===== src/rtl/ctfd_pkg.sv =====
package ctfd_pkg;

  localparam logic [7:0]  FRAME_START  = 8'h01;
  localparam logic [7:0]  FRAME_SECOND = 8'hFF;
  localparam logic [15:0] CRC_INIT     = 16'hFFFF;
  localparam logic [15:0] CRC_POLY     = 16'hA001;

  typedef enum logic [5:0] {
    POS_START  = 6'b000001,
    POS_SECOND = 6'b000010,
    POS_FREE0  = 6'b000100,
    POS_FREE1  = 6'b001000,
    POS_CHK_HI = 6'b010000,
    POS_CHK_LO = 6'b100000
  } pos_t;

  typedef struct packed {
    logic crc_error;
    logic trigger;
  } result_t;

  function automatic logic [15:0] crc_feed(input logic [15:0] crc, input logic [7:0] b);
    logic [15:0] c;
    c = crc ^ {8'h00, b};
    for (int k = 0; k < 8; k++) begin
      if (c[0]) begin
        c = (c >> 1) ^ CRC_POLY;
      end else begin
        c = c >> 1;
      end
    end
    return c;
  endfunction

endpackage


===== src/rtl/crc_checked_trigger_frame_detector.sv =====
// Upgrade-request frame detector with CRC-16/Modbus check.
//
// Input channel (in_*): one received serial byte per item in in_tdata.
// Result channel (out_*): exactly one item per input item, in order.
//   out_tdata[0] is trigger: a six-byte frame 01 FF xx xx CRChi CRClo
//   ended here and its CRC over the first four bytes matched.
//   out_tdata[1] is crc_error: such a frame ended here with a wrong CRC.
//   Both bits are 0 on every other byte.
// Path: an accepted byte is captured in the input register, and its result
// is then held in the result register that drives out_tvalid.
// Throughput: one item per cycle while out_tready is high; the CRC is updated
// for a whole byte by one block of fixed logic after the input register.
// Stall: when out_tready is low the result register holds its item, the
// input register still fills once, and in_tready drops only when both are
// occupied; nothing is lost or repeated.
// Reset (rst_n low, synchronous): both registers empty, the hunt restarts
// at the frame start with the CRC at its initial value.
module crc_checked_trigger_frame_detector (
  input  logic       clk,
  input  logic       rst_n,
  input  logic       in_tvalid,
  output logic       in_tready,
  input  logic [7:0] in_tdata,   // [7:0] rx_byte
  output logic       out_tvalid,
  input  logic       out_tready,
  output logic [7:0] out_tdata   // [0] trigger, [1] crc_error, [7:2] zero
);
  import ctfd_pkg::*;

  logic        in_v_r;
  logic [7:0]  in_byte_r;
  logic        out_v_r;
  result_t     res_r;
  result_t     res_nxt;
  pos_t        pos_r;
  pos_t        pos_nxt;
  logic [15:0] crc_r;
  logic [15:0] crc_nxt;
  logic [7:0]  chk_hi_r;
  logic [7:0]  chk_hi_nxt;
  logic [15:0] crc_fed;
  logic        out_free;
  logic        advance;

  assign out_free  = !out_v_r || out_tready;
  assign advance   = in_v_r && out_free;
  assign in_tready = !in_v_r || advance;

  assign crc_fed = crc_feed(crc_r, in_byte_r);

  always_comb begin
    pos_nxt    = pos_r;
    crc_nxt    = crc_r;
    chk_hi_nxt = chk_hi_r;
    res_nxt    = '0;
    case (pos_r)
      POS_START: begin
        if (in_byte_r == FRAME_START) begin
          crc_nxt = crc_fed;
          pos_nxt = POS_SECOND;
        end
      end
      POS_SECOND: begin
        if (in_byte_r == FRAME_SECOND) begin
          crc_nxt = crc_fed;
          pos_nxt = POS_FREE0;
        end else begin
          pos_nxt    = POS_START;
          crc_nxt    = CRC_INIT;
          chk_hi_nxt = '0;
        end
      end
      POS_FREE0: begin
        crc_nxt = crc_fed;
        pos_nxt = POS_FREE1;
      end
      POS_FREE1: begin
        crc_nxt = crc_fed;
        pos_nxt = POS_CHK_HI;
      end
      POS_CHK_HI: begin
        chk_hi_nxt = in_byte_r;
        pos_nxt    = POS_CHK_LO;
      end
      POS_CHK_LO: begin
        if (crc_r == {chk_hi_r, in_byte_r}) begin
          res_nxt.trigger = 1'b1;
        end else begin
          res_nxt.crc_error = 1'b1;
        end
        pos_nxt    = POS_START;
        crc_nxt    = CRC_INIT;
        chk_hi_nxt = '0;
      end
      default: begin
        pos_nxt    = POS_START;
        crc_nxt    = CRC_INIT;
        chk_hi_nxt = '0;
      end
    endcase
  end

  always_ff @(posedge clk) begin
    if (!rst_n) begin
      in_v_r   <= 1'b0;
      out_v_r  <= 1'b0;
      pos_r    <= POS_START;
      crc_r    <= CRC_INIT;
      chk_hi_r <= '0;
    end else begin
      if (in_tready) begin
        in_v_r <= in_tvalid;
      end
      if (advance) begin
        out_v_r  <= 1'b1;
        pos_r    <= pos_nxt;
        crc_r    <= crc_nxt;
        chk_hi_r <= chk_hi_nxt;
      end else if (out_tready) begin
        out_v_r <= 1'b0;
      end
    end
  end

  always_ff @(posedge clk) begin
    if (in_tready && in_tvalid) begin
      in_byte_r <= in_tdata;
    end
    if (advance) begin
      res_r <= res_nxt;
    end
  end

  assign out_tvalid = out_v_r;
  assign out_tdata  = {6'b000000, res_r};

endmodule


===== config.mk =====
export PLATFORM = sky130hd
export DESIGN_NAME = crc_checked_trigger_frame_detector
export DESIGN_NICKNAME = d
export VERILOG_FILES = /design/src/rtl/ctfd_pkg.sv /design/src/rtl/crc_checked_trigger_frame_detector.sv
export SDC_FILE = /design/constraint.sdc
export NUM_CORES = 1
export LEC_CHECK = 0
export ABC_CLOCK_PERIOD_IN_PS = 2900
export BUFFER_PORTS_ARGS = -buffer_cell sky130_fd_sc_hd__buf_2
export CORE_MARGIN = 5
export CORE_UTILIZATION = 30
export CTS_CLUSTER_DIAMETER = 50
export DETAILED_ROUTE_END_ITERATION = 16
export HOLD_SLACK_MARGIN = 0.03
export PLACE_DENSITY = 0.49
export SLEW_MARGIN = 40
export SYNTH_ARGS = -nofsm -noshare
export SYNTH_HDL_FRONTEND = slang
export SYNTH_SLANG_ARGS = --single-unit

===== constraint.sdc =====
create_clock -name clk -period 2.9 [get_ports clk]
set_clock_uncertainty 0.2 [all_clocks]
set_input_delay 0.145 -clock clk [delete_from_list [all_inputs] [get_ports clk]]
set_output_delay 0.145 -clock clk [all_outputs]
set_load 0.05 [all_outputs]

# Yosys cells after proc, flatten, opt, wreduce, memory -nomap -nowiden
# Index checks and enable logic that the tools add are counted.
dict set report word_totals {
  elab_cells 62
  inputBits 12
  output_inout_bits 10
  ff_bits 42
}
dict set report op_classes {
  eq_ne 11
  muxes 20
  reduce_logical 12
  bitwise_logic 11
}
# cell n
set ops {}
lappend ops {{$mux W16} 10}
lappend ops {{$pmux W16 S4} 1}
lappend ops {{$pmux W6 S5} 1}
lappend ops {{$not A2 Y3} 8}
lappend ops {{$pmux W8 S3} 1}
lappend ops {{$eq A16 B16 Y1} 1}
lappend ops {{$xor A16 B8 Y16} 1}
lappend ops {{$eq A8 B1 Y1 const B} 1}
lappend ops {{$eq A8 B8 Y1 const B} 1}
lappend ops {{$mux W8} 1}
lappend ops {{$eq A6 B1 Y1 const B} 1}
lappend ops {{$eq A6 B2 Y1 const B} 1}
lappend ops {{$eq A6 B3 Y1 const B} 1}
lappend ops {{$eq A6 B4 Y1 const B} 1}
lappend ops {{$eq A6 B5 Y1 const B} 1}
lappend ops {{$eq A6 B6 Y1 const B} 1}
lappend ops {{$mux W6} 1}
lappend ops {{$reduce_and A3 Y1} 2}
lappend ops {{$mux W1} 4}
lappend ops {{$ne A2 B2 Y1 const B} 2}
lappend ops {{$mux W3} 1}
lappend ops {{$reduce_or A3 Y1} 1}
lappend ops {{$logic_and A1 B1 Y1} 2}
lappend ops {{$logic_not A1 Y1} 2}
lappend ops {{other kinds (5)} 7}

# Logic depth before layout (Yosys ltp)
dict set report depth {
  word_depth 19
  depth_mapped 8
  ltp_nobuf 7
}

# Worst setup path before layout
# OpenSTA, ideal clock, no wires.
dict set report synth_path {
  path_type {reg-to-reg}
  start {reg pos_r[2]}
  end {reg crc_r[11]}
  required_ns 2.570
  period_less_slack_ns 2.224
  n_path_buf 1
  arrival_time_ns 1.895
  setup_time_ns 0.130
  path_stages_with_launch 7
  slack_ns 0.676
  cell_sequence {dfxtp_1 -> or4_1 -> or4_4 -> and2_4 -> buf_12 -> nor3_2 -> o21ai_1}
}
dict set report synth_between {
  elab_chain_len 3
  elab_cells_between_ends 10
  cone_classes {6 x eq/ne; 1 x mux; 1 x bitwise; 2 x reduce/logical}
}
# element line_no
set synth_rtl {}
lappend synth_rtl {{from (decl)} crc_checked_trigger_frame_detector.sv:35} ;# pos_t pos_r;
lappend synth_rtl {{from (signal assigned)} crc_checked_trigger_frame_detector.sv:116} ;# pos_r <= pos_nxt;
lappend synth_rtl {{$eq A6 B4 Y1, or another cell as far along} crc_checked_trigger_frame_detector.sv:56} ;# case (pos_r)
lappend synth_rtl {{$reduce_or A2 Y1 (no line), or another cell as far along} n/a}
lappend synth_rtl {{$pmux W16 S4 / $reduce_and A3 Y1 (equally long branches)} n/a}
lappend synth_rtl {{to (signal assigned)} crc_checked_trigger_frame_detector.sv:117} ;# crc_r <= crc_nxt;
lappend synth_rtl {{to (decl)} crc_checked_trigger_frame_detector.sv:37} ;# logic [15:0] crc_r;
# Parallel ways exist; a longest one is shown, timed or not.
# A chain may end at the register's enable or synchronous reset.

# Final worst setup path
dict set report layout_path {
  start {reg in_byte_r[2]}
  end {reg crc_r[9]}
}
dict set report layout_between {
  elab_chain_len 12
  elab_cells_between_ends 17
  cone_classes {3 x eq/ne; 11 x mux; 2 x bitwise; 1 x reduce/logical}
}
# element line_no
set layout_rtl {}
lappend layout_rtl {{from (decl)} crc_checked_trigger_frame_detector.sv:31} ;# logic [7:0] in_byte_r;
lappend layout_rtl {{from (signal assigned)} crc_checked_trigger_frame_detector.sv:127} ;# in_byte_r <= in_tdata;
lappend layout_rtl {{$xor A16 B8 Y16} ctfd_pkg.sv:24} ;# c = crc ^ {8'h00, b};
lappend layout_rtl {{$mux W16} ctfd_pkg.sv:26} ;# if (c[0]) begin
lappend layout_rtl {{$not A2 Y3 (no line)} n/a}
lappend layout_rtl {{$mux W16 (7 in series)} ctfd_pkg.sv:26}
lappend layout_rtl {{$mux W16 (on tied branches)} {crc_checked_trigger_frame_detector.sv:64, crc_checked_trigger_frame_detector.sv:58}}
lappend layout_rtl {{$pmux W16 S4} crc_checked_trigger_frame_detector.sv:56}
# Parallel ways exist; a longest one is shown, timed or not. The select of a mux whose other input is x is not followed.

==> impl_metrics.yaml <==
critical_path:
  crit_required_ps: 2860
  startpoint_type: "register"
  regToRegSetupSlack_ps: 330
  crit_arrival_ps: 2530
  crit_fanout: 7
  critPathCaptureType: "register"
  crit_type: "register to register"
yosys:
  ys_seq_area_share_pct: 42.8
  synthCells: 231
  synth.distinct_cells: 48
  yosys-top-cells-area: "dfxtp_1, edfxtp_1, xnor2_1"
  synth_seq_cells: 42
  synthesis.area_um2: 2200
  synth_area_per_cell_um2: 9.51
  synth_async_sr_flop_share_pct: 0
  synth_edf_count: 10
  synth-warning-count: 0
  yosys_most_used_dff: "dfxtp_1"
  synth_top_area_share_pct: 29.2
  synth.largest_area_cell: "dfxtp_1"
final_layout:
  multiInputGateArea_um2: 1150
  nNetsFinal: 273
  drive_gt1_share_pct: 17.7
  final_cells: 359
  fill_cells: 735
  area_growth_pct: 18.4
  register_area_um2: 941
  diodes: 0
detailed_routing:
  drt-vias-per-instance: 4.60
  top_layer_used: "met4"
  vias: 1651
  wl_per_cell_um: 13.4
  wl_met3_um: 163
  drt-initial-drc-count: 84
  drc: 0
  drtPass1Iterations: 4
  drt_wl_total_um: 4800
  m1WireLength_um: 2260
  drtAntennaViolNets: 0
  dr_wl_met2_um: 2310
run:
  drv_cap: 0
timing:
  hold_viol_final: 0
  period_share_pct: 88.7
  rsz0062_at_grt: "no"
  max_freq_mhz: 389
  slew_violations: 0
  period_needed_ps: 2570
  setup_viol: 0
  slew_headroom_pct: 59.9
  tns_ps: 0
  worst_pin_slew_ps: 600
global_route:
  grt_pass1_vias: 1708
  grt_start_max_net_pins: 35
  overflow: 0
  antenna_found_initial: 0
  grt_pass1_wl_um: 8350
  grtUsageTotal_pct: 11.9
power_and_ir_drop:
  vdd_drop_max_v: 0.000310
  p_leak_nw: 0.957
  power_density_nw_per_um2: 504
floorplan:
  die_x_um: 95.6
  dieHeight_um: 95.6
  start_util_pct: 30.6
  die-area_um2: 9140
  row_count: 31
  core_um2: 7180
  io_pins: 22
placed_design:
  hpwl_um: 3580
  port_buffers: 15
  dp_cells: 340
  gp_congestion: 0.818
run_status:
  status: "finished clean"
clock_network:
  clockBufferDepth: 2
  cts-root-buf: "clkbuf_8"
  cts_max_level: 2
  cts_made_buffers: 5
  cts_tree: "built"
  clk_latency_ps: 300
  clkSlewWorstSetupHoldPaths_ps: 90
  cts.sinks: 42
hold_path:
  hold_path_class: "input pin to register"
==> final cells by class <==
type	count	area share (%)
Sequential cell	42	36.2
Clock inverter	3	2.65
Inverter	6	0.866
Tap cell	99	4.76
Clock buffer	5	2.65
Multi-Input combinational cell	172	44.1
Timing Repair Buffer	32	8.85
==> repair_timing <==
item	CTS	global route
hold buffers	11	0
hold endpoints to repair	10	0
setup endpoints to repair	0	0
resized for setup	0	0
setup buffers	0	0
==> per-stage QoR <==
step	worst slack, ps	hold slack (ps)	utilization, %	area [um2]	total power [mW]
6_report	328	123	36.3	2600	1.31
5_1_grt	83.3	171	36.3	2600	1.36
4_1_cts	336	131	36.3	2600	1.33
3_5_place_dp	359	123	32.8	2350	0.755
3_3_place_gp	375	122	32.8	2350	0.755
2_1_floorplan	676	43.9	-	2220	0.729
==> placed cells by master (no fill, tap or decap), drive strengths merged, types with 4 or more instances in the layout <==
cell type	count
dfxtp	32
nor2	27
buf	21
o21ai	19
xnor2	17
nand2	16
nor3	15
dlygate4sd3	11
edfxtp	10
o21a	9
and2	8
inv	6
conb	6
nor2b	5
xor2	5
clkbuf	5
and3	4
a21boi	4
==> cells by family after synthesis <==
kind of cell             share of synthesized area, %
other                                           0.171
XOR/XNOR                                         11.9
AO/OA/AOI/OAI                                    12.4
adder cells (fa/ha/maj)                          1.14
flip-flops                                       42.8
buffers and inverters                            6.09
AND/OR/NAND/NOR                                  25.5
==> where the power goes <==
group | internal, mW | switching, mW | total (mW)
clock network | 0.345 | 0.214 | 0.560
logic | 0.0573 | 0.0741 | 0.131
registers | 0.609 | 0.00983 | 0.619
==> critical path: stages, from the launching register on <==
cell and delay, ps:
edfxtp_1 490, nor4b_1 570, a2111oi_2 220, or3_1 510, buf_4 220, nor3_2 150
o21ai_1 80
==> Yosys cell counts, drive strengths merged (2+ instances only) <==
master,number
xnor2,17
nand2,16
nor3,15
and2,8
xor2,5
or4,3
edfxtp,10
a21oi,3
a2111oi,2
buf,10
a21boi,4
nor2,27
inv,6
nand3,3
clkbuf,6
nor4,3
nand4,3
or3,2
and3,4
nor2b,5
nand4b,2
nor3b,2
ha,2
xnor3,2
o21a,9
dfxtp,32
o21ai,19
==> routing by layer <==
| metal | global-route usage (%) | up-vias |
|---|---|---|
| li1 | - | 848 |
| met3 | 2.37 | 7 |
| met5 | 0 | - |
| met1 | 14.6 | 772 |
| met2 | 20.7 | 24 |
| met4 | 3.55 | 0 |
==> flip-flops by register name, indices dropped and copies added, names as in the netlist <==
register	flops
out_tvalid	1
out_tdata	2
chk_hi_r	8
crc_r	16
in_v_r	1
in_byte_r	8
pos_r	6
==> path summary, 6_finish.rpt <==
kind                     start          to  depth (start not counted)
setup / recovery  in_byte_r[2]    crc_r[9]                          6
hold / removal           rst_n   crc_r[14]                          2
setup reg to reg  in_byte_r[2]    crc_r[9]                          6
hold reg to reg         in_v_r  out_tvalid                          1
Note: power is estimated with default switching activity, not from simulation.
